===== src/rtl/frmavg_pkg.sv =====
// shared types and constants for the frame rate moving average block
`timescale 1ns / 1ps

package frmavg_pkg;

    // fixed field widths
    localparam int TS_W     = 32;
    localparam int SAMPLE_W = 10;
    localparam int AVG_W    = 18;
    localparam int FRAC_W   = 8;

    // milliseconds per second, numerator of the instantaneous rate
    localparam int unsigned RATE_NUMERATOR = 1000;

    typedef enum logic [2:0] {
        ST_IDLE,
        ST_RATE_DIV,
        ST_WRITE,
        ST_SUM,
        ST_MEAN_DIV,
        ST_DONE
    } frmavg_state_t;

endpackage


===== src/rtl/frmavg_ram.sv =====
// generic single write port, single read port ram with registered read
`timescale 1ns / 1ps

module frmavg_ram #(
    parameter int WIDTH = 10,
    parameter int DEPTH = 10,
    localparam int ADDR_W = (DEPTH > 1) ? $clog2(DEPTH) : 1
) (
    input  logic                 aclk,
    input  logic                 wr_en,
    input  logic [ADDR_W-1:0]    wr_addr,
    input  logic [WIDTH-1:0]     wr_data,
    input  logic [ADDR_W-1:0]    rd_addr,
    output logic [WIDTH-1:0]     rd_data
);

    logic [WIDTH-1:0] mem [DEPTH];
    logic [WIDTH-1:0] rd_data_reg;

    always_ff @(posedge aclk) begin
        if (wr_en) begin
            mem[wr_addr] <= wr_data;
        end
        rd_data_reg <= mem[rd_addr];
    end

    assign rd_data = rd_data_reg;

endmodule


===== src/rtl/frame_rate_moving_average_top.sv =====
// frame rate moving average: rate from timestamp delta, mean over a sample ring
`timescale 1ns / 1ps

// channel   direction  handshake           payload
// s_        in         s_valid / s_ready   s_timestamp_ms[31:0]
// m_        out        m_valid / m_ready   m_average_rate_q8[17:0], m_rate_valid
//
// one transaction, from accept to result register, runs on one shared adder/subtractor:
// a 10 step restoring divide for 1000 / elapsed, a sweep over the ring ram at one
// read a cycle, then a SUM_W + 8 step divide for the mean; a delta above 1000 skips
// the rate divide, and a zero delta skips the ring write, the sweep and both divides
// on its way to the result register
// s_ready is high only while the sequencer is idle; a finished result waits in the
// output register and the next transaction may be accepted meanwhile, while a result
// that finds the output register still full holds the sequencer in its last step
// synchronous active low reset clears the previous timestamp, ring pointer and fill
// count; never written ring entries are never read, so no clearing pass is needed

module frame_rate_moving_average_top
    import frmavg_pkg::*;
#(
    parameter int WINDOW_SIZE = 10
) (
    input  logic              aclk,
    input  logic              aresetn,

    input  logic              s_valid,
    output logic              s_ready,
    input  logic [TS_W-1:0]   s_timestamp_ms,

    output logic              m_valid,
    input  logic              m_ready,
    output logic [AVG_W-1:0]  m_average_rate_q8,
    output logic              m_rate_valid
);

    // derived sizes
    localparam int ADDR_W = (WINDOW_SIZE > 1) ? $clog2(WINDOW_SIZE) : 1;
    localparam int CNT_W  = $clog2(WINDOW_SIZE + 1);
    localparam int SUM_W  = $clog2(RATE_NUMERATOR * WINDOW_SIZE + 1);
    localparam int DIVD_W = SUM_W + FRAC_W;          // dividend of the mean divide
    localparam int REM_W  = SAMPLE_W + 1;            // partial remainder, divisor < 2^10
    localparam int ALU_W  = SUM_W + 2;               // shared adder width
    localparam int STEP_W = $clog2(DIVD_W + 1);

    localparam logic [TS_W-1:0]     RATE_LIMIT = TS_W'(RATE_NUMERATOR);
    localparam logic [SAMPLE_W-1:0] RATE_NUM   = SAMPLE_W'(RATE_NUMERATOR);
    localparam logic [ADDR_W-1:0]   LAST_POS   = ADDR_W'(WINDOW_SIZE - 1);
    localparam logic [CNT_W-1:0]    FULL_CNT   = CNT_W'(WINDOW_SIZE);

    // sequencer and control state
    frmavg_state_t       state_reg, state_next;
    logic [TS_W-1:0]     prev_ts_reg, prev_ts_next;
    logic [ADDR_W-1:0]   wp_reg, wp_next;
    logic [CNT_W-1:0]    filled_reg, filled_next;
    logic [CNT_W-1:0]    idx_reg, idx_next;
    logic                rd_pend_reg, rd_pend_next;
    logic                m_valid_reg, m_valid_next;

    // datapath registers
    logic [SUM_W-1:0]    acc_reg, acc_next;
    logic [DIVD_W-1:0]   quo_reg, quo_next;
    logic [REM_W-1:0]    rem_reg, rem_next;
    logic [SAMPLE_W-1:0] div_reg, div_next;
    logic [STEP_W-1:0]   step_reg, step_next;
    logic                zero_reg, zero_next;
    logic [AVG_W-1:0]    avg_reg, avg_next;
    logic                rate_valid_reg, rate_valid_next;

    // shared adder / subtractor
    logic [ALU_W-1:0]    alu_a, alu_b;
    logic                alu_sub;
    logic [ALU_W:0]      alu_res;
    logic                no_borrow;

    logic [TS_W-1:0]     elapsed;
    logic [REM_W-1:0]    div_shift;

    // ring ram ports
    logic                ram_wr_en;
    logic [SAMPLE_W-1:0] ram_rd_data;

    frmavg_ram #(
        .WIDTH (SAMPLE_W),
        .DEPTH (WINDOW_SIZE)
    ) u_ring (
        .aclk    (aclk),
        .wr_en   (ram_wr_en),
        .wr_addr (wp_reg),
        .wr_data (quo_reg[SAMPLE_W-1:0]),
        .rd_addr (idx_reg[ADDR_W-1:0]),
        .rd_data (ram_rd_data)
    );

    assign elapsed   = s_timestamp_ms - prev_ts_reg;
    // next partial remainder before the trial subtract
    assign div_shift = {rem_reg[REM_W-2:0], quo_reg[DIVD_W-1]};

    assign alu_res   = {1'b0, alu_a} + {1'b0, (alu_sub ? ~alu_b : alu_b)}
                     + (ALU_W + 1)'(alu_sub);
    // carry out of a subtract means the divisor fits
    assign no_borrow = alu_res[ALU_W];

    // operand selection for the shared unit
    always_comb begin
        alu_a   = '0;
        alu_b   = '0;
        alu_sub = 1'b0;
        unique case (state_reg)
            ST_RATE_DIV, ST_MEAN_DIV: begin
                alu_a   = {{(ALU_W - REM_W){1'b0}}, div_shift};
                alu_b   = {{(ALU_W - SAMPLE_W){1'b0}}, div_reg};
                alu_sub = 1'b1;
            end
            ST_SUM: begin
                alu_a   = {{(ALU_W - SUM_W){1'b0}}, acc_reg};
                alu_b   = {{(ALU_W - SAMPLE_W){1'b0}}, ram_rd_data};
                alu_sub = 1'b0;
            end
            default: begin
                alu_a   = '0;
                alu_b   = '0;
                alu_sub = 1'b0;
            end
        endcase
    end

    // sequencer: next state and datapath control
    always_comb begin
        state_next      = state_reg;
        prev_ts_next    = prev_ts_reg;
        wp_next         = wp_reg;
        filled_next     = filled_reg;
        idx_next        = idx_reg;
        rd_pend_next    = rd_pend_reg;
        m_valid_next    = m_valid_reg;
        acc_next        = acc_reg;
        quo_next        = quo_reg;
        rem_next        = rem_reg;
        div_next        = div_reg;
        step_next       = step_reg;
        zero_next       = zero_reg;
        avg_next        = avg_reg;
        rate_valid_next = rate_valid_reg;
        ram_wr_en       = 1'b0;

        // result taken downstream
        if (m_valid_reg && m_ready) begin
            m_valid_next = 1'b0;
        end

        unique case (state_reg)
            ST_IDLE: begin
                if (s_valid) begin
                    prev_ts_next = s_timestamp_ms;
                    zero_next    = (elapsed == '0);
                    rem_next     = '0;
                    div_next     = elapsed[SAMPLE_W-1:0];
                    step_next    = STEP_W'(SAMPLE_W);
                    if (elapsed == '0) begin
                        // no sample, ring left alone
                        state_next = ST_DONE;
                    end else if (elapsed > RATE_LIMIT) begin
                        // rate rounds down to zero, skip the divide
                        quo_next   = '0;
                        state_next = ST_WRITE;
                    end else begin
                        quo_next   = {RATE_NUM, {(DIVD_W - SAMPLE_W){1'b0}}};
                        state_next = ST_RATE_DIV;
                    end
                end
            end

            ST_RATE_DIV, ST_MEAN_DIV: begin
                rem_next  = no_borrow ? alu_res[REM_W-1:0] : div_shift;
                quo_next  = {quo_reg[DIVD_W-2:0], no_borrow};
                step_next = step_reg - STEP_W'(1);
                if (step_reg == STEP_W'(1)) begin
                    state_next = (state_reg == ST_RATE_DIV) ? ST_WRITE : ST_DONE;
                end
            end

            ST_WRITE: begin
                ram_wr_en    = 1'b1;
                wp_next      = (wp_reg == LAST_POS) ? '0 : wp_reg + ADDR_W'(1);
                if (filled_reg != FULL_CNT) begin
                    filled_next = filled_reg + CNT_W'(1);
                end
                idx_next     = '0;
                rd_pend_next = 1'b0;
                acc_next     = '0;
                state_next   = ST_SUM;
            end

            ST_SUM: begin
                // one read issued and one sample added per cycle
                if (rd_pend_reg) begin
                    acc_next = alu_res[SUM_W-1:0];
                end
                if (idx_reg != filled_reg) begin
                    idx_next     = idx_reg + CNT_W'(1);
                    rd_pend_next = 1'b1;
                end else begin
                    rd_pend_next = 1'b0;
                    if (!rd_pend_reg) begin
                        quo_next   = {acc_reg, {FRAC_W{1'b0}}};
                        rem_next   = '0;
                        div_next   = {{(SAMPLE_W - CNT_W){1'b0}}, filled_reg};
                        step_next  = STEP_W'(DIVD_W);
                        state_next = ST_MEAN_DIV;
                    end
                end
            end

            ST_DONE: begin
                // hand over once the output register is free
                if (!m_valid_reg || m_ready) begin
                    m_valid_next    = 1'b1;
                    avg_next        = zero_reg ? '0 : quo_reg[AVG_W-1:0];
                    rate_valid_next = !zero_reg;
                    state_next      = ST_IDLE;
                end
            end

            default: begin
                state_next = ST_IDLE;
            end
        endcase
    end

    // control registers
    always_ff @(posedge aclk) begin
        if (!aresetn) begin
            state_reg   <= ST_IDLE;
            prev_ts_reg <= '0;
            wp_reg      <= '0;
            filled_reg  <= '0;
            idx_reg     <= '0;
            rd_pend_reg <= 1'b0;
            m_valid_reg <= 1'b0;
        end else begin
            state_reg   <= state_next;
            prev_ts_reg <= prev_ts_next;
            wp_reg      <= wp_next;
            filled_reg  <= filled_next;
            idx_reg     <= idx_next;
            rd_pend_reg <= rd_pend_next;
            m_valid_reg <= m_valid_next;
        end
    end

    // datapath registers, no reset needed
    always_ff @(posedge aclk) begin
        acc_reg        <= acc_next;
        quo_reg        <= quo_next;
        rem_reg        <= rem_next;
        div_reg        <= div_next;
        step_reg       <= step_next;
        zero_reg       <= zero_next;
        avg_reg        <= avg_next;
        rate_valid_reg <= rate_valid_next;
    end

    assign s_ready           = (state_reg == ST_IDLE);
    assign m_valid           = m_valid_reg;
    assign m_average_rate_q8 = avg_reg;
    assign m_rate_valid      = rate_valid_reg;

`ifndef SYNTHESIS
    // ring pointer stays inside the window
    assert property (@(posedge aclk) disable iff (!aresetn)
        wp_reg <= LAST_POS)
        else $error("ring pointer outside window");

    // fill count never shrinks and never passes the window
    assert property (@(posedge aclk) disable iff (!aresetn)
        (filled_reg <= FULL_CNT) ##1 (filled_reg >= $past(filled_reg)))
        else $error("fill count out of order");

    // a valid rate needs at least one stored sample
    assert property (@(posedge aclk) disable iff (!aresetn)
        (m_valid && m_rate_valid) |-> (filled_reg != '0))
        else $error("valid rate with empty ring");

    // a skipped sample reports zero
    assert property (@(posedge aclk) disable iff (!aresetn)
        (m_valid && !m_rate_valid) |-> (m_average_rate_q8 == '0))
        else $error("nonzero mean on zero delta");

    // mean cannot exceed the largest possible sample, RATE_NUMERATOR in Q8
    assert property (@(posedge aclk) disable iff (!aresetn)
        m_valid |-> (m_average_rate_q8 <= AVG_W'(RATE_NUMERATOR << FRAC_W)))
        else $error("mean above maximum rate");
`endif

endmodule

===== config.mk =====
export PLATFORM = sky130hd
export DESIGN_NAME = frame_rate_moving_average_top
export DESIGN_NICKNAME = d
export VERILOG_FILES = /design/src/rtl/frmavg_pkg.sv /design/src/rtl/frmavg_ram.sv /design/src/rtl/frame_rate_moving_average_top.sv
export SDC_FILE = /design/constraint.sdc
export NUM_CORES = 1
export LEC_CHECK = 0
export ABC_AREA = 1
export ABC_CLOCK_PERIOD_IN_PS = 7100
export BUFFER_PORTS_ARGS = -buffer_cell sky130_fd_sc_hd__buf_4
export CAP_MARGIN = 20
export CORE_MARGIN = 2
export CORE_UTILIZATION = 32
export DETAILED_ROUTE_END_ITERATION = 6
export GPL_ROUTABILITY_DRIVEN = 0
export MAX_ROUTING_LAYER = met4
export PLACE_DENSITY = 0.5
export SLEW_MARGIN = 40
export SYNTH_ARGS = -nofsm -noshare
export SYNTH_HDL_FRONTEND = slang
export SYNTH_SLANG_ARGS = --single-unit

===== constraint.sdc =====
create_clock -name aclk -period 7.1 [get_ports aclk]
set_input_delay 0.71 -clock aclk [delete_from_list [all_inputs] [get_ports aclk]]
set_output_delay 0.71 -clock aclk [all_outputs]
set_load 0.02 [all_outputs]

* After elaboration in Yosys (flattened, before gate mapping)
Memories as Yosys holds them, arrays and structs flattened. A register that Yosys moved wholly into a read port is not among the register bits. Cells that the tools add are included.
Word-level totals: bits in writable memories 100, register bits after elaboration 130, input bits 36, memories kept 1, output and inout bits 21, logic and storage cells 106
Memory list:
- u_ring.mem | words 10, width 10, read ports 1, clocked after Yosys merged registers in 1, write ports 1, line frmavg_ram.sv:17 | logic [WIDTH-1:0] mem [DEPTH];
Cells by class: muxes and demuxes 45, bitwise logic cells 1, magnitude comparators 1, reduce and logical (&&, ||, !) cells 19, add/subtract/negate cells 7, eq/ne operators 17
Operators by type and width (number):
- 22-bit 2-to-1 mux | 5
- 10-bit 2-to-1 mux | 7
- 22-bit one-hot mux with 3 select lines | 1
- 14-bit one-hot mux with 2 select lines | 2
- 10-bit one-hot mux with 2 select lines | 2
- 32-bit by 10-bit greater-than comparator with 1-bit output, second input constant | 1
- 32-bit logical NOT | 1
- 32-bit subtractor | 1
- 10-bit one-hot mux with 3 select lines | 1
- 3-bit 2-to-1 mux | 7
- 16-bit by 16-bit adder with 17-bit output | 1
- 17-bit by 1-bit adder with 17-bit output | 1
- 16-bit 2-to-1 mux | 1
- 2-bit != test, second input constant | 8
- 16-bit NOT | 1
- 5-bit 2-to-1 mux | 3
- 3-bit one-hot mux with 5 select lines | 1
- 5-bit one-hot mux with 3 select lines | 1
- 14-bit 2-to-1 mux | 1
- 4-bit by 1-bit adder with 4-bit output, second input constant | 3
- 2-bit AND reduction | 5
- 5-bit AND reduction | 2
- 1-bit 2-to-1 mux | 8
- 4-bit 2-to-1 mux | 2
- 19 further kinds | 24

* Longest topological paths before layout
depth in word-level cells 9, mapped depth 22

* By module
A second synthesis with hierarchy kept.
Second synthesis, totals: cells, all modules 1680, area total of the unflattened synthesis 13435.4 µm²
By module, submodules not included:
- frame_rate_moving_average_top | cells each 1267, times used 1, sequential area each 3413.3 µm², area an instance 8936.1 µm²
- frmavg_ram | cells each 413, times used 1, sequential area each 3203.1 µm², area an instance 4499.3 µm²

* Worst setup path before layout
OpenSTA, ideal clock, no wires.
path kind input to register, from input s_timestamp_ms[0], to register quo_reg[0], enable pin, arrival time 2.890 ns, setup slack 3.830 ns, setup time 0.381 ns, path buffers 0, stages 18, cell sequence inv_1 ha_1 inv_1 fa_1 nand3_1 nand3_2 nand2_1 nand2_1 nand2_1 nand2_1 nand2_1 nand3_1 nand2_1 nor2_1 nand2_1 nor2_4 nand4_1 and2_1
Between the ends: cells in the longest elaborated chain, start to end 4
Ends and longest elaborated chain:
- start: declaration | line frame_rate_moving_average_top.sv:29 | input logic [TS_W-1:0] s_timestamp_ms,
- 32-bit subtractor | line frame_rate_moving_average_top.sv:95 | assign elapsed = s_timestamp_ms - prev_ts_reg;
- 32-bit logical NOT | line frame_rate_moving_average_top.sv:160 | if (elapsed == '0) begin
- 2-bit != test (no source line)
- 5-bit AND reduction (no source line)
- end signal: assignment | line frame_rate_moving_average_top.sv:255 | quo_reg <= quo_next;
- end: declaration | line frame_rate_moving_average_top.sv:62 | logic [DIVD_W-1:0] quo_reg, quo_next;
No other way between the ends. A chain may end at the register's enable or synchronous reset.

* Final worst setup path
from register state_reg[2], to register acc_reg[12] (data pin)
Between the ends: cells in the longest elaborated chain, start to end 9, elaborated cells on any way between the ends 14, those cells by class add/sub (2); eq/ne (4); mux (6); bitwise (1); reduce/logical (1)
Ends and longest elaborated chain:
- start: declaration | line frame_rate_moving_average_top.sv:52 | frmavg_state_t state_reg, state_next;
- start signal: assignment | line frame_rate_moving_average_top.sv:242 | state_reg <= state_next;
- 3-bit by 1-bit == test with 1-bit output / 3-bit == test (equally long branches) | line frame_rate_moving_average_top.sv:109 | unique case (state_reg)
- 2-bit OR reduction | line frame_rate_moving_average_top.sv:109
- 10-bit one-hot mux with 2 select lines | line frame_rate_moving_average_top.sv:109
- 16-bit NOT | line frame_rate_moving_average_top.sv:99 | assign alu_res = {1'b0, alu_a} + {1'b0, (alu_sub ? ~alu_b : alu_b)}
- 16-bit 2-to-1 mux | line frame_rate_moving_average_top.sv:99
- 16-bit by 16-bit adder with 17-bit output | line frame_rate_moving_average_top.sv:99
- 17-bit by 1-bit adder with 17-bit output | line frame_rate_moving_average_top.sv:100 | + (ALU_W + 1)'(alu_sub);
- 14-bit 2-to-1 mux | line frame_rate_moving_average_top.sv:197 | if (rd_pend_reg) begin
- 14-bit one-hot mux with 2 select lines * | line frame_rate_moving_average_top.sv:152 | unique case (state_reg)
- end signal: assignment | line frame_rate_moving_average_top.sv:254 | acc_reg <= acc_next;
- end: declaration | line frame_rate_moving_average_top.sv:61 | logic [SUM_W-1:0] acc_reg, acc_next;
Mark *: on every way between the ends. The rest lies on a longest branch, timed or not. The select of a mux whose other input is x is not followed.

==> results.py <==
metrics = {
    "sta": {
        "fmax_ghz": 0.251,
        "setup_tns_ps": 0,
        "setup_viol": 0,
        "timing.hold.ws_ps": 403,
        "fin_crit_sh_pct": 56.1,
        "hold_viol_final": 0,
        "rsz0062_at_grt": "no",
        "slew_headroom_pct": 48.3,
        "worstMarginPinSlew_ps": 774,
        "min_period_ps": 3980,
        "finalWorstSetupSlack_ps": 3120,
        "finalClockSkew_ps": 16.9,
        "finalMaxSlewViolations": 0,
    },
    "worst_setup_path": {
        "crit_buf_inv": 4,
        "crit_path_max_incr_delay_ps": 510,
        "required_ps": 7430,
        "cp.arrival_ps": 4310,
        "reg2regPathDepth": 19,
        "crit_path_frequent_cell": "nand2_1",
        "cp_top_family": "compound AO/OA/AOI/OAI gates",
        "end_kind": "flop",
        "cp_max_fo": 50,
        "r2r_end": "acc_reg[12]",
        "path_class": "flop to flop",
        "r2r_start": "state_reg[2]",
        "cp_slowest_cell": "inv_1",
        "cp_num_cells": 19,
        "path_cells": "inv_2 > nand3_2 > buf_4 > inv_1 > nand2_1 > o21ai_0 > fa_1 > nand2_1 > nand2_1 > o21ai_1 > o21ai_0 > a31oi_1 > o21ai_1 > nand2_1 > inv_1 > o21ai_1 > nand2_1 > o21ai_0 > a21oi_1",
        "rrSetupSlack_ps": 3120,
        "critPathLaunchType": "flop",
    },
    "placed_design": {
        "portBuffers": 56,
        "dp_worst_setup_slack_ps": 3090,
        "dp.cells": 2049,
        "dp_hpwl_mm": 22.1,
    },
    "worst_hold_path": {
        "whs_path_depth": 3,
        "hold_end": "prev_ts_reg[0]",
        "hold_start": "s_timestamp_ms[0]",
        "hp-class": "input port to flop",
    },
    "floorplanning": {
        "core_area_um2": 39500,
        "dieHeight_um": 203,
        "start_util_pct": 32.2,
        "die_area_um2": 41300,
        "io_pins": 57,
        "dieWidth_um": 203,
        "rows": 73,
    },
    "final_layout": {
        "largest_reg_flops": 100,
        "finalNonFillerCells": 2101,
        "final_nets": 1641,
        "area_growth_pct": 15.8,
        "fill_cells": 4094,
        "mostFrequentLayoutCell": "nand2_1",
        "final_cell_mix": "nand2_1, inv_1, edfxtp_1, nor2_1, o21ai_0",
        "drive_gt1_share_pct": 10.3,
        "diodes": 0,
    },
    "route": {
        "detailroute.via_count": 9832,
        "detail_route.vias_per_cell": 4.68,
        "dr.first_iter.drc_count": 563,
        "antenna_left": 0,
        "drc": 0,
        "wl_per_cell_um": 14.9,
        "firstDrtPassIters": 5,
        "routed_wl_mm": 31.4,
    },
    "synth": {
        "synth_compound_area_share_pct": 11.6,
        "syn_avg_cell_area_um2": 8.50,
        "synthMuxAreaShare_pct": 0.945,
        "syn_nets": 1582,
        "ys_seq_elements": 240,
        "synth_xor_xnor_area_share_pct": 2.06,
        "ys_types": 39,
        "yosys_warnings": 0,
        "synth_top_family_by_area": "simple AND/OR/NAND/NOR gates",
        "netlist_area_um2": 12700,
        "syn_inst": 1495,
        "synthSimpleGateAreaFrac_pct": 19.9,
        "yosys.area_share.adder_pct": 5.14,
        "synth_seq_area_share_pct": 52.0,
    },
    "global_routing": {
        "grt.total_usage_pct": 15.9,
        "grt_pass1_wl_mm": 50.6,
        "grt_pass1_vias": 9505,
        "antenna_found_initial": 0,
        "grt_max_degree": 61,
        "grt_overflow": 0,
    },
    "clock_tree": {
        "ctsHoldBuffers": 0,
        "clockBufferDepth": 3,
        "cts_resized": 0,
        "cts.sinks": 240,
        "worstSkewPairLatency_ps": 570,
        "numCtsBuffers": 28,
        "root_buffer": "clkbuf_16",
        "postCtsSetupRepairBufs": 0,
        "cts.reportedPaths.clkPinSlew_ps": 60,
        "tritoncts": "done",
        "h-tree-depth": 1,
    },
    "run": {
        "drv_cap": 0,
    },
    "pwr": {
        "powerDensity_nw_per_um2": 359,
        "p_total_mw": 5.29,
        "ir_drop_mv": 0.198,
        "power_leakage_nw": 6.19,
    },
    "run_status": {
        "status": "finished, final reports clean",
    },
}
-- power by group --
part,total (mW),switching [mW],internal (mW)
Clock,1.49,0.605,0.881
Sequential,2.18,0.200,1.98
Combinational,1.63,1.12,0.503
Total,5.29,1.93,3.36
-- worst max path at each step --
stage,start,endpoint,slack [ps]
5_1_grt,state_reg[2],acc_reg[12],2680
3_3_place_gp,state_reg[2],acc_reg[12],3080
6_report,state_reg[2],acc_reg[12],3120
3_5_place_dp,state_reg[2],acc_reg[12],3090
2_1_floorplan,s_timestamp_ms[0],quo_reg[0],3830
4_1_cts,state_reg[2],acc_reg[12],3090
-- cells in the mapped netlist --
| master | count | area share [%] |
|---|---|---|
| a211oi_1 | 2 | 0.12 |
| a21oi_1 | 91 | 3.6 |
| a21oi_2 | 3 | 0.21 |
| a31oi_1 | 3 | 0.15 |
| and2_1 | 6 | 0.30 |
| and3_1 | 3 | 0.15 |
| buf_1 | 4 | 0.12 |
| buf_2 | 3 | 0.12 |
| clkbuf_1 | 37 | 1.1 |
| clkinv_1 | 4 | 0.12 |
| dfxtp_1 | 59 | 9.3 |
| edfxtp_1 | 181 | 43 |
| fa_1 | 2 | 0.31 |
| ha_1 | 49 | 4.8 |
| inv_1 | 220 | 6.5 |
| inv_2 | 13 | 0.38 |
| mux2i_1 | 12 | 0.94 |
| nand2_1 | 321 | 9.5 |
| nand2_2 | 8 | 0.39 |
| nand2_4 | 1 | 0.089 |
| nand3_1 | 40 | 1.6 |
| nand3_2 | 2 | 0.16 |
| nand3b_1 | 2 | 0.12 |
| nand4_1 | 15 | 0.74 |
| nor2_1 | 177 | 5.2 |
| nor2_2 | 5 | 0.25 |
| nor2_4 | 5 | 0.44 |
| nor3_1 | 25 | 0.98 |
| nor4_1 | 1 | 0.049 |
| o21a_1 | 1 | 0.059 |
| o21a_2 | 1 | 0.069 |
| o21ai_0 | 126 | 5.0 |
| o21ai_1 | 9 | 0.35 |
| o21bai_1 | 2 | 0.12 |
| o221ai_1 | 16 | 1.1 |
| o22ai_1 | 17 | 0.84 |
| xnor2_1 | 15 | 1.0 |
| xor2_1 | 13 | 0.90 |
| xor2_2 | 1 | 0.13 |
-- final cells by class --
cell class | instances | area (µm²) | area share [%]
clock buffers | 37 | 774 | 5.26
well taps | 525 | 657 | 4.46
multi-input cells | 974 | 5050 | 34.3
repair buffers | 73 | 548 | 3.72
inverters | 237 | 890 | 6.04
flip-flops and latches | 240 | 6620 | 45.0
clock inverters | 15 | 185 | 1.26
-- worst reg2reg max path, stage by stage, from the launching register on --
cell	delay (ps)
dfxtp_1	440
inv_2	90
nand3_2	60
buf_4	440
inv_1	530
nand2_1	160
o21ai_0	160
fa_1	470
nand2_1	80
nand2_1	50
o21ai_1	120
o21ai_0	170
a31oi_1	320
o21ai_1	130
nand2_1	80
inv_1	50
o21ai_1	110
nand2_1	70
o21ai_0	140
a21oi_1	60
-- layer usage --
layer	track usage, %	vias to the layer above	wire [µm]
met5	-	-	0
met1	21.3	4536	14900
li1	-	5049	-
met2	25.0	196	14200
met4	4.35	0	805
met3	2.48	51	1450
-- logic make-up after synthesis --
kind of cell | after synthesis
compound gates | 271
flops | 240
fa+ha+maj | 51
mux | 12
xor+xnor | 29
buf+inv | 281
simple gates | 611
-- per-stage QoR --
step	util, %	instance area [µm²]
after floorplan	-	12700
after global placement	34.9	13800
after detailed placement	34.9	13800
after CTS	37.3	14700
after global routing	37.3	14700
final	37.3	14700
Power figures use the tool's default switching activity.
